$ cat src/hw/rtl/fzm_pkg.sv
// ----------------------------------------------------------------------------
// fzm_pkg
// Shared constants and types of the Z-shaped fuzzy membership unit.
// ----------------------------------------------------------------------------
package fzm_pkg;

  localparam int unsigned FRAC_BITS_DEF = 16;
  localparam int unsigned DATA_W        = 32;
  localparam int unsigned DEG_W         = 17;
  localparam int unsigned REG_IDX_W     = 1;

  localparam logic [REG_IDX_W-1:0] REG_BOUND_F = 1'b0;
  localparam logic [REG_IDX_W-1:0] REG_BOUND_U = 1'b1;

  // Where the sample sits on the falling curve
  typedef enum logic [1:0] {
    Z_FULL,   // z = ONE
    Z_EMPTY,  // z = 0
    Z_HEAD,   // z = ONE - T(x - lo)
    Z_TAIL    // z = T(hi - x)
  } kind_e;

  typedef struct packed {
    kind_e kind;
    logic  swap;  // bounds swapped: u takes the falling curve
  } ctl_t;

endpackage

$ cat src/hw/rtl/fzm_prep.sv
// ----------------------------------------------------------------------------
// fzm_prep
// Front stage: orders the bounds, classifies the sample and forms the
// dividend offset and span for the divider chain.
// ----------------------------------------------------------------------------
module fzm_prep (
  input  logic                        clk_i,
  input  logic                        rst_ni,
  input  logic                        in_valid_i,
  output logic                        in_ready_o,
  input  logic [fzm_pkg::DATA_W-1:0]  sample_i,
  input  logic [fzm_pkg::DATA_W-1:0]  bound_f_i,
  input  logic [fzm_pkg::DATA_W-1:0]  bound_u_i,
  output logic                        out_valid_o,
  input  logic                        out_ready_i,
  output logic [fzm_pkg::DATA_W-1:0]  rem_o,
  output logic [fzm_pkg::DATA_W-1:0]  div_o,
  output fzm_pkg::ctl_t               ctl_o
);
  import fzm_pkg::*;

  logic signed [DATA_W-1:0] x, bf, bu, lo, hi;
  logic signed [DATA_W+1:0] mid_sum, x_dbl;
  logic signed [DATA_W:0]   span, off_head, off_tail;
  logic                     lt, gt;
  logic [DATA_W-1:0]        rem_d, div_d;
  ctl_t                     ctl_d;

  logic                     valid_q;
  logic [DATA_W-1:0]        rem_q, div_q;
  ctl_t                     ctl_q;

  always_comb begin
    x        = signed'(sample_i);
    bf       = signed'(bound_f_i);
    bu       = signed'(bound_u_i);
    lt       = bf < bu;
    gt       = bu < bf;
    lo       = gt ? bu : bf;
    hi       = gt ? bf : bu;
    mid_sum  = (DATA_W+2)'(lo) + (DATA_W+2)'(hi);
    x_dbl    = (DATA_W+2)'(x) <<< 1;
    span     = (DATA_W+1)'(hi) - (DATA_W+1)'(lo);
    off_head = (DATA_W+1)'(x) - (DATA_W+1)'(lo);
    off_tail = (DATA_W+1)'(hi) - (DATA_W+1)'(x);
    div_d    = span[DATA_W-1:0];
    rem_d    = '0;
    ctl_d.swap = gt;
    if (!lt && !gt) begin
      ctl_d.kind = (x < lo) ? Z_FULL : Z_EMPTY;
    end else if (x <= lo) begin
      ctl_d.kind = Z_FULL;
    end else if (x_dbl <= mid_sum) begin
      ctl_d.kind = Z_HEAD;
      rem_d      = off_head[DATA_W-1:0];
    end else if (x <= hi) begin
      ctl_d.kind = Z_TAIL;
      rem_d      = off_tail[DATA_W-1:0];
    end else begin
      ctl_d.kind = Z_EMPTY;
    end
  end

  assign in_ready_o = !valid_q || out_ready_i;

  always_ff @(posedge clk_i or negedge rst_ni) begin
    if (!rst_ni) begin
      valid_q <= 1'b0;
    end else if (in_ready_o) begin
      valid_q <= in_valid_i;
    end
  end

  always_ff @(posedge clk_i) begin
    if (in_valid_i && in_ready_o) begin
      rem_q <= rem_d;
      div_q <= div_d;
      ctl_q <= ctl_d;
    end
  end

  assign out_valid_o = valid_q;
  assign rem_o       = rem_q;
  assign div_o       = div_q;
  assign ctl_o       = ctl_q;

endmodule

$ cat src/hw/rtl/fzm_div_cell.sv
// ----------------------------------------------------------------------------
// fzm_div_cell
// One restoring division cell: yields one quotient bit and passes the
// partial remainder, span and control on to the next cell.
// ----------------------------------------------------------------------------
module fzm_div_cell #(
  parameter int unsigned FRAC_BITS = fzm_pkg::FRAC_BITS_DEF
) (
  input  logic                        clk_i,
  input  logic                        rst_ni,
  input  logic                        in_valid_i,
  output logic                        in_ready_o,
  input  logic [fzm_pkg::DATA_W-1:0]  rem_i,
  input  logic [FRAC_BITS-1:0]        quo_i,
  input  logic [fzm_pkg::DATA_W-1:0]  div_i,
  input  fzm_pkg::ctl_t               ctl_i,
  output logic                        out_valid_o,
  input  logic                        out_ready_i,
  output logic [fzm_pkg::DATA_W-1:0]  rem_o,
  output logic [FRAC_BITS-1:0]        quo_o,
  output logic [fzm_pkg::DATA_W-1:0]  div_o,
  output fzm_pkg::ctl_t               ctl_o
);
  import fzm_pkg::*;

  logic [DATA_W:0]   dbl;
  logic [DATA_W+1:0] diff;
  logic              take;

  logic              valid_q;
  logic [DATA_W-1:0] rem_q, div_q;
  logic [FRAC_BITS-1:0] quo_q;
  ctl_t              ctl_q;

  always_comb begin
    dbl  = {rem_i, 1'b0};
    diff = {1'b0, dbl} - {2'b00, div_i};
    take = !diff[DATA_W+1];
  end

  assign in_ready_o = !valid_q || out_ready_i;

  always_ff @(posedge clk_i or negedge rst_ni) begin
    if (!rst_ni) begin
      valid_q <= 1'b0;
    end else if (in_ready_o) begin
      valid_q <= in_valid_i;
    end
  end

  always_ff @(posedge clk_i) begin
    if (in_valid_i && in_ready_o) begin
      rem_q <= take ? diff[DATA_W-1:0] : dbl[DATA_W-1:0];
      quo_q <= {quo_i[FRAC_BITS-2:0], take};
      div_q <= div_i;
      ctl_q <= ctl_i;
    end
  end

  assign out_valid_o = valid_q;
  assign rem_o       = rem_q;
  assign quo_o       = quo_q;
  assign div_o       = div_q;
  assign ctl_o       = ctl_q;

endmodule

$ cat src/hw/rtl/fzm_post.sv
// ----------------------------------------------------------------------------
// fzm_post
// Back end: rounds the ratio, squares it, rounds 2r^2 and forms f and u.
// Three registered stages with their own valid bits.
// ----------------------------------------------------------------------------
module fzm_post #(
  parameter int unsigned FRAC_BITS = fzm_pkg::FRAC_BITS_DEF
) (
  input  logic                        clk_i,
  input  logic                        rst_ni,
  input  logic                        in_valid_i,
  output logic                        in_ready_o,
  input  logic [fzm_pkg::DATA_W-1:0]  rem_i,
  input  logic [FRAC_BITS-1:0]        quo_i,
  input  logic [fzm_pkg::DATA_W-1:0]  div_i,
  input  fzm_pkg::ctl_t               ctl_i,
  output logic                        out_valid_o,
  input  logic                        out_ready_i,
  output logic [fzm_pkg::DEG_W-1:0]   f_degree_o,
  output logic [fzm_pkg::DEG_W-1:0]   u_degree_o
);
  import fzm_pkg::*;

  localparam logic [FRAC_BITS:0]     One = {1'b1, {FRAC_BITS{1'b0}}};
  localparam logic [2*FRAC_BITS:0]   Rnd = (2*FRAC_BITS+1)'(1) << (FRAC_BITS-2);

  logic [DATA_W:0]      half_sum;
  logic                 bump;
  logic [2*FRAC_BITS:0] sq_rnd;
  logic [FRAC_BITS:0]   tval, zval, fval, uval;
  logic [31:0]          f_wide, u_wide;

  logic                 v1_q, v2_q, v3_q;
  logic                 rdy1, rdy2, rdy3;
  logic [FRAC_BITS-1:0] r_q;
  logic [2*FRAC_BITS-1:0] sq_q;
  ctl_t                 ctl1_q, ctl2_q;
  logic [DEG_W-1:0]     f_q, u_q;

  // rounding half up: remainder plus floor(d/2) reaching d adds one
  always_comb begin
    half_sum = {1'b0, rem_i} + {2'b00, div_i[DATA_W-1:1]};
    bump     = half_sum >= {1'b0, div_i};
  end

  always_comb begin
    sq_rnd = {1'b0, sq_q} + Rnd;
    tval   = sq_rnd[2*FRAC_BITS-1:FRAC_BITS-1];
    case (ctl2_q.kind)
      Z_FULL:  zval = One;
      Z_EMPTY: zval = '0;
      Z_HEAD:  zval = One - tval;
      Z_TAIL:  zval = tval;
      default: zval = '0;
    endcase
    fval   = ctl2_q.swap ? One - zval : zval;
    uval   = One - fval;
    f_wide = 32'(fval);
    u_wide = 32'(uval);
  end

  assign rdy3       = !v3_q || out_ready_i;
  assign rdy2       = !v2_q || rdy3;
  assign rdy1       = !v1_q || rdy2;
  assign in_ready_o = rdy1;

  always_ff @(posedge clk_i or negedge rst_ni) begin
    if (!rst_ni) begin
      v1_q <= 1'b0;
      v2_q <= 1'b0;
      v3_q <= 1'b0;
    end else begin
      if (rdy1) begin
        v1_q <= in_valid_i;
      end
      if (rdy2) begin
        v2_q <= v1_q;
      end
      if (rdy3) begin
        v3_q <= v2_q;
      end
    end
  end

  always_ff @(posedge clk_i) begin
    if (in_valid_i && rdy1) begin
      r_q    <= quo_i + FRAC_BITS'(bump);
      ctl1_q <= ctl_i;
    end
    if (v1_q && rdy2) begin
      sq_q   <= r_q * r_q;
      ctl2_q <= ctl1_q;
    end
    if (v2_q && rdy3) begin
      f_q <= f_wide[DEG_W-1:0];
      u_q <= u_wide[DEG_W-1:0];
    end
  end

  assign out_valid_o = v3_q;
  assign f_degree_o  = f_q;
  assign u_degree_o  = u_q;

endmodule

$ cat src/hw/rtl/fuzzy_z_membership_unit.sv
// ----------------------------------------------------------------------------
// fuzzy_z_membership_unit
// Z-shaped fuzzy membership: returns degree f and complement u of a signed
// sample against two configured bounds, 2^FRAC_BITS meaning 1.0.
//
//   channel  direction  handshake                 payload
//   in       in         in_valid_i / in_ready_o   sample_i
//   out      out        out_valid_o / out_ready_i f_degree_o, u_degree_o
//   cfg      in         cfg_we_i                  cfg_addr_i, cfg_wdata_i
//
// One request accepted per cycle until a stall fills every stage; one front
// stage, one division cell per quotient bit, three back-end stages.
// Each stage has its own valid bit, so bubbles close up under a stall and
// input keeps flowing until every stage is full.
// Reset clears the valid bits and both bounds to zero.
// ----------------------------------------------------------------------------
module fuzzy_z_membership_unit #(
  parameter int unsigned FRAC_BITS = fzm_pkg::FRAC_BITS_DEF
) (
  input  logic                          clk_i,
  input  logic                          rst_ni,
  input  logic                          in_valid_i,
  output logic                          in_ready_o,
  input  logic [fzm_pkg::DATA_W-1:0]    sample_i,
  output logic                          out_valid_o,
  input  logic                          out_ready_i,
  output logic [fzm_pkg::DEG_W-1:0]     f_degree_o,
  output logic [fzm_pkg::DEG_W-1:0]     u_degree_o,
  input  logic                          cfg_we_i,
  input  logic [fzm_pkg::REG_IDX_W-1:0] cfg_addr_i,
  input  logic [fzm_pkg::DATA_W-1:0]    cfg_wdata_i
);
  import fzm_pkg::*;

  logic [DATA_W-1:0]    bound_f_q, bound_u_q;

  logic                 valid_w [FRAC_BITS+1];
  logic                 ready_w [FRAC_BITS+1];
  logic [DATA_W-1:0]    rem_w   [FRAC_BITS+1];
  logic [DATA_W-1:0]    div_w   [FRAC_BITS+1];
  logic [FRAC_BITS-1:0] quo_w   [FRAC_BITS+1];
  ctl_t                 ctl_w   [FRAC_BITS+1];

  always_ff @(posedge clk_i or negedge rst_ni) begin
    if (!rst_ni) begin
      bound_f_q <= '0;
      bound_u_q <= '0;
    end else if (cfg_we_i) begin
      case (cfg_addr_i)
        REG_BOUND_F: bound_f_q <= cfg_wdata_i;
        REG_BOUND_U: bound_u_q <= cfg_wdata_i;
        default: ;
      endcase
    end
  end

  fzm_prep u_prep (
    .clk_i       (clk_i),
    .rst_ni      (rst_ni),
    .in_valid_i  (in_valid_i),
    .in_ready_o  (in_ready_o),
    .sample_i    (sample_i),
    .bound_f_i   (bound_f_q),
    .bound_u_i   (bound_u_q),
    .out_valid_o (valid_w[0]),
    .out_ready_i (ready_w[0]),
    .rem_o       (rem_w[0]),
    .div_o       (div_w[0]),
    .ctl_o       (ctl_w[0])
  );

  assign quo_w[0] = '0;

  for (genvar i = 0; i < FRAC_BITS; i++) begin : g_cell
    fzm_div_cell #(.FRAC_BITS(FRAC_BITS)) u_cell (
      .clk_i       (clk_i),
      .rst_ni      (rst_ni),
      .in_valid_i  (valid_w[i]),
      .in_ready_o  (ready_w[i]),
      .rem_i       (rem_w[i]),
      .quo_i       (quo_w[i]),
      .div_i       (div_w[i]),
      .ctl_i       (ctl_w[i]),
      .out_valid_o (valid_w[i+1]),
      .out_ready_i (ready_w[i+1]),
      .rem_o       (rem_w[i+1]),
      .quo_o       (quo_w[i+1]),
      .div_o       (div_w[i+1]),
      .ctl_o       (ctl_w[i+1])
    );
  end

  fzm_post #(.FRAC_BITS(FRAC_BITS)) u_post (
    .clk_i       (clk_i),
    .rst_ni      (rst_ni),
    .in_valid_i  (valid_w[FRAC_BITS]),
    .in_ready_o  (ready_w[FRAC_BITS]),
    .rem_i       (rem_w[FRAC_BITS]),
    .quo_i       (quo_w[FRAC_BITS]),
    .div_i       (div_w[FRAC_BITS]),
    .ctl_i       (ctl_w[FRAC_BITS]),
    .out_valid_o (out_valid_o),
    .out_ready_i (out_ready_i),
    .f_degree_o  (f_degree_o),
    .u_degree_o  (u_degree_o)
  );

endmodule

$ cat config.mk
export PLATFORM = sky130hd
export DESIGN_NAME = fuzzy_z_membership_unit
export DESIGN_NICKNAME = d
export VERILOG_FILES = /design/src/hw/rtl/fzm_pkg.sv /design/src/hw/rtl/fzm_prep.sv /design/src/hw/rtl/fzm_div_cell.sv /design/src/hw/rtl/fzm_post.sv /design/src/hw/rtl/fuzzy_z_membership_unit.sv
export SDC_FILE = /design/constraint.sdc
export NUM_CORES = 2
export LEC_CHECK = 0
export ABC_AREA = 1
export BUFFER_PORTS_ARGS = -buffer_cell sky130_fd_sc_hd__buf_2
export CORE_MARGIN = 5
export CORE_UTILIZATION = 30
export CTS_CLUSTER_DIAMETER = 30
export DETAILED_ROUTE_END_ITERATION = 7
export PLACE_DENSITY = 0.51
export SLEW_MARGIN = 20
export SYNTH_ARGS = -nofsm -noshare
export SYNTH_HDL_FRONTEND = slang
export SYNTH_SLANG_ARGS = --single-unit
$ cat constraint.sdc
create_clock -name clk_i -period 5.38 [get_ports clk_i]
set_input_delay 0.807 -clock clk_i [delete_from_list [all_inputs] [get_ports clk_i]]
set_output_delay 0.807 -clock clk_i [all_outputs]
set_load 0.1 [all_outputs]
==> After elaboration in Yosys (flattened, before gate mapping) <==
Index checks and enable logic that the tools add are counted.
{ "word_totals": {"out_inout_bits": 36, "register_bits": 1447, "word_cells": 278} }
{ "op_classes": {"n_eq_ne": 3, "magnitude_cmp": 7, "mux": 27, "n_addsub": 26, "multipliers": 1, "n_reduce_logical": 83, "n_bitwise": 1} }
{ "op_table": {"columns": ["op", "count"], "rows": [
  ["$mux 32", 20],
  ["$sub 33x32->34", 16],
  ["$lt 32x32->1", 3],
  ["$sub 32x32->32", 3],
  ["$pmux 17 s4", 1],
  ["$le 32x32->1", 2],
  ["$sub 17x17->17 const A", 3],
  ["$logic_not 1->1", 38],
  ["$add 32x31->33", 1],
  ["$add 32x32->33", 1],
  ["$ge 33x32->1", 1],
  ["$le 33x33->1", 1],
  ["$add 32x15->32 const B", 1],
  ["$mul 16x16->32", 1],
  ["$logic_and 1x1->1", 21],
  ["$logic_or 1x1->1", 20],
  ["$mux 17", 1],
  ["$add 16x1->16", 1],
  ["$mux 2", 4],
  ["$eq 2x2->1 const B", 2],
  ["$reduce_and 2->1", 2],
  ["$eq 2x1->1 const B", 1],
  ["$logic_not 2->1", 1],
  ["$reduce_or 2->1", 1],
  ["2 further kinds", 2]
]} }

==> Depth between registers and ports, before layout <==
{ "depth": {"word_depth": 22, "ltp_mapped": 38} }

==> By module <==
A second synthesis with hierarchy kept.
{ "hier_totals": {"hier_cells": 15734, "hier_area_um2": 119438.3} }
{ "modules_own_cells": {"columns": ["mod", "cells_per_inst", "area_each_um2", "n_inst"], "rows": [
  ["fzm_div_cell (g_cell[0].u_cell ...)", 732, 5667.9, 12],
  ["fzm_div_cell (g_cell[11].u_cell ...)", 732, 5566.6, 4],
  ["fzm_post", 1802, 14161.1, 1],
  ["fzm_prep", 1940, 12376.9, 1],
  ["fuzzy_z_membership_unit", 280, 2618.8, 1]
]} }

==> Least setup slack after synthesis <==
No wires, ideal clock.
{ "synth_timing": {"path_type": "register -> register", "start": "register u_post.r_q[2]", "end": "register u_post.sq_q[31], data pin", "setup_ps": 260, "required_ps": 5120, "path_buffers": 2, "path_stages_with_launch": 23, "path_slack_ps": -448, "arrival_time_ps": 5569, "path_cell_list": "edfxtp_1 -> clkbuf_1 -> clkbuf_1 -> nand2_1 -> fa_1 -> fa_1 -> inv_1 -> fa_1 -> fa_1 -> fa_1 -> inv_1 -> fa_1 -> inv_1 -> ha_1 -> a21oi_1 -> o21a_1 -> a21boi_0 -> o21ai_0 -> nand2_1 -> nand2_1 -> nand2_1 -> nand3_1 -> xnor2_1"} }
{ "synth_via": {"elab_chain_len": 1} }
{ "synth_lines": {"columns": ["item", "line_no", "text"], "rows": [
  ["start: declaration", "fzm_post.sv:35", "logic [FRAC_BITS-1:0] r_q;"],
  ["start signal: assignment", "fzm_post.sv:87", "r_q <= quo_i + FRAC_BITS'(bump);"],
  ["$mul 16x16->32", "fzm_post.sv:91", "sq_q <= r_q * r_q;"],
  ["end signal: assignment", "fzm_post.sv:91", null],
  ["end: declaration", "fzm_post.sv:36", "logic [2*FRAC_BITS-1:0] sq_q;"]
]} }
Every way passes these cells.
A chain may end at the register's enable or synchronous reset.

==> Worst setup path in the final report <==
{ "layout_timing": {"start": "register u_post.r_q[8]", "end": "register u_post.sq_q[28], data pin"} }
The elaborated chain is that of the path after synthesis.

==> summary.md <==
| Metric | Value |
|---|---|
| Status | `finished, violations left` |
| Violated checks | `setup timing` |
| Highest fanout seen on the critical path | `5` |
| Synth Flop Type | `edfxtp_1` |
| Kind of end point of the critical path | `flip-flop` |
| Clock buffer count from CTS | `322` |
| Synth Area per Inst | `8.871 sq um` |
| Critical-path top delay cell | `fa_1` |
| Sequential-to-total area share from yosys stat | `0.4379` |
| Post-synth cell types | `61` |
| Number of antenna violations at the first check in global routing | `3` |
| Pre-CTS setup slack | `-531.8 ps` |
| ANT nets after route | `0` |
| Worst Hold Margin | `164.7 ps` |
| Congestion Overflow GR | `0` |
| Total iterations of the first detailed-routing run | `7` |
| Final layout net count | `12810` |
| Path length in cells of the critical path | `24` |
| Via density per instance | `4.632` |
| Register-to-register path setup slack | `-210 ps` |
| Setup crit start kind | `flip-flop` |
| Most frequent cells after synthesis | `nand2_1, inv_1, edfxtp_1` |
| Area of the placeable core | `0.3235 sq mm` |
| Area after detailed placement | `0.1064 sq mm` |
| Data required time at the worst endpoint | `6000 ps` |
| Most numerous cell on the critical path | `fa_1` |
| Routed WL per cell | `16.75 um` |
| Iteration-0 DRC Markers | `4841` |
| Number of max-cap violations | `0` |
| Hold violation count in the final report | `0` |
| R2R depth | `24` |
| Class of the tightest hold or removal check | `primary input to flip-flop` |
| Sink count of the clock tree | `1432` |
| Die Span X | `579.3 um` |
| WP buf/inv | `8` |
| Total of fill cells in the finished design | `33080` |
| Core Rows | `209` |
| Async set-or-reset flop fraction in the synthesized netlist | `0.05866` |
| Crit Path Class | `flip-flop to flip-flop` |
| Clock Pin Slew Worst Setup and Hold Paths | `50 ps` |
| Count of port buffers added during placement | `105` |
| Detailed Place HPWL | `222.0 mm` |
| Count leader, synth | `nand2_1` |
| Total global routing track utilization | `0.1589` |
| Final worst clock skew | `54.88 ps` |
| Synthesis Warnings | `0` |
| Number of flops mapped to enable cells by yosys | `1348` |
| Num ports | `106` |
| Final setup slack of the worst path | `-209.4 ps` |
| Share of the synthesized area in the top cell type | `0.4163` |
| Startpoint of the worst register-to-register path | `u_post.r_q[8]$_DFFE_PP_` |
| Area enclosed by the die boundary | `0.3356 sq mm` |
| Final core utilization | `0.3667` |
| Effective utilization at floorplan | `0.3006` |
| Slowest stage delay, CP | `560 ps` |
| Tightest Pin Transition | `972.2 ps` |
| Die height | `579.3 um` |
| End of the worst register-to-register path | `u_post.sq_q[28]$_DFFE_PP_` |
| Area growth from synthesis to layout | `21.99%` |
| Final setup fails | `10` |
| Arrival time of data at the critical path endpoint | `6210 ps` |
| Vias in the first global route | `75190` |
| Cells taking the most area after synthesis | `edfxtp_1, ha_1, nand2_1` |
| Clock latency at the later pin of the worst-skew pair | `890 ps` |
| Delay-heaviest family, CP | `adder cells` |
| Worst rel slew slack | `0.3512` |
| Number of instances in the synthesized netlist | `10960` |
| Global-route wire length before repair | `423.2 mm` |
| Via count | `75640` |
| Critical Path End | `u_post.sq_q[28]$_DFFE_PP_` |
| Root buffer cell | `clkbuf_16` |
| RSZ-0062 raised after global routing | `yes` |
| CTS max path bufs | `4` |
| Synthesis-stage register bit count | `1432` |
| Critical path origin | `u_post.r_q[8]$_DFFE_PP_` |
| Residual DRC count | `0` |
| Largest net degree at the start of global routing | `80` |
| Period utilisation layout | `1.039` |
| CTS tree | `done` |
| RePlAce Congestion | `0.9115` |
| H-tree level count | `5` |
| Cell Area, Synth | `0.09724 sq mm` |
| Total wirelength of the detailed-routed design | `273.6 mm` |
| Cell accounting for the most synthesized area | `edfxtp_1` |
| Net count of the mapped netlist | `12040` |
| Cell breakdown of the critical path | `nand2_2 -> inv_2 -> fa_1 -> inv_2 -> fa_1 -> inv_1 -> fa_1 -> inv_1 -> fa_1 -> inv_2 -> fa_1 -> inv_2 -> fa_1 -> inv_2 -> ha_4 -> nand2_4 -> buf_4 -> nor3_4 -> nand3_1 -> nand3_2 -> nand3_2 -> nand2_2 -> a31oi_2 -> xor2_1` |
| Maximum clock frequency | `0.1789 GHz` |
| Min Clock Period, post-route | `5589 ps` |
| Design Area, Final | `0.1186 sq mm` |
| Max-slew violations | `0` |
| Layout cells sized above 1 | `0.1236` |
cells in the final DEF, fill, tap and decap left out, drive strengths merged, types with 84 or more instances in the layout:
| master | instances |
|---|---|
| dfrtp | 84 |
| buf | 646 |
| ha | 827 |
| nand2 | 1994 |
| clkbuf | 372 |
| a21oi | 1205 |
| xnor2 | 333 |
| a31oi | 142 |
| xor2 | 269 |
| clkinv | 112 |
| o21ai | 453 |
| nor3 | 121 |
| nand3 | 383 |
| nor2 | 1035 |
| inv | 1880 |
| nand4 | 86 |
| fa | 181 |
| edfxtp | 1348 |
stage by stage:
stage	std cells	setup TNS (ps)
3_5_place_dp	15700	-5859
3_3_place_gp	15700	-5785
2_1_floorplan	10960	-1678
6_report	16330	-1120
4_1_cts	16300	-1180
5_1_grt	16330	-5832
metal layers:
metal  part of all wire  track usage  routed length [um]  vias to the layer above
li1                   -            -                   -                    38530
met1               0.43       0.1973              118700                    35340
met2               0.50       0.2869              136500                     1349
met3              0.038      0.01980               10280                      430
met4              0.030      0.04870                8145                        0
met5                  0            0                   0                        -
what timing repair did:
action                     4_1_cts  5_1_grt
hold buffers                     1        0
pin swaps                       31       76
setup endpoints to repair       25       61
setup buffers                   11       26
gates resized for setup         59      161
cloned                           0        2
hold endpoints to repair        25        0
flip-flops by register name (all words and copies together), names as in the netlist:
register,count
u_post.ctl1_q,3
bound_f_q,32
u_prep.div_o,32
g_cell.u_cell.rem_o,512
u_prep.ctl_o,3
u_post.ctl2_q,3
g_cell.u_cell.ctl_o,48
u_post.sq_q,18
bound_u_q,32
u_prep.out_valid_o,1
u_post.r_q,16
u_post.v1_q,1
u_prep.rem_o,32
g_cell.u_cell.div_o,512
u_post.f_degree_o,16
g_cell.u_cell.out_valid_o,16
u_post.u_degree_o,17
g_cell.u_cell.quo_o,136
u_post.out_valid_o,1
u_post.v2_q,1
final cells by class:
cell class | instances | area, sq um | area share
Sequential cell | 1432 | 42580 | 0.3590
Antenna cell | 4 | 10.01 | 0.00008439
Inverter | 1839 | 6903 | 0.05819
Tap cell | 4325 | 5411 | 0.04562
Timing Repair Buffer | 649 | 4901 | 0.04132
Multi-Input combinational cell | 7492 | 47780 | 0.4028
Clock inverter | 221 | 2683 | 0.02262
Clock buffer | 370 | 8352 | 0.07041
cells by family (layout without fill, tap and decap cells):
family | Yosys count | after routing | synth area share
AO/OA/AOI/OAI | 2158 | 2158 | 0.1235
adder cells (fa/ha/maj) | 1008 | 1008 | 0.1437
flip-flops | 1432 | 1432 | 0.4379
AND/OR/NAND/NOR | 3724 | 3724 | 0.1596
other | 0 | 4 | 0
buffers and inverters | 2037 | 3079 | 0.08084
XOR/XNOR | 602 | 602 | 0.05449
how the worst min path moves through the flow:
stage / slack [ps] / endpoint / depth (start not counted) / from
final: 160 / u_post.out_valid_o$_DFFE_PN0P_ / 2 / out_ready_i
after global routing: 120 / u_post.out_valid_o$_DFFE_PN0P_ / 2 / out_ready_i
after CTS: 80 / u_post.out_valid_o$_DFFE_PN0P_ / 2 / out_ready_i
after detailed placement: 400 / g_cell[10].u_cell.ctl_o[0]$_DFFE_PP_ / 0 / g_cell[9].u_cell.ctl_o[0]$_DFFE_PP_
after global placement: 400 / g_cell[10].u_cell.ctl_o[1]$_DFFE_PP_ / 0 / g_cell[9].u_cell.ctl_o[1]$_DFFE_PP_
after floorplan: 400 / g_cell[0].u_cell.ctl_o[0]$_DFFE_PP_ / 0 / u_prep.ctl_o[0]$_DFFE_PP_
worst register-to-register path: stages (launching register included):
cell and delay [ps]:
edfxtp_1 480, nand2_2 120, inv_2 40, fa_1 560, inv_2 40, fa_1 490
inv_1 50, fa_1 470, inv_1 50, fa_1 490, inv_2 40, fa_1 540
inv_2 40, fa_1 510, inv_2 50, ha_4 280, nand2_4 50, buf_4 130
nor3_4 220, nand3_1 120, nand3_2 110, nand3_2 70, nand2_2 110, a31oi_2 100
xor2_1 150
Power is not shown: default switching activity piles up to over one toggle a cycle in this logic, so the estimate is an artifact.
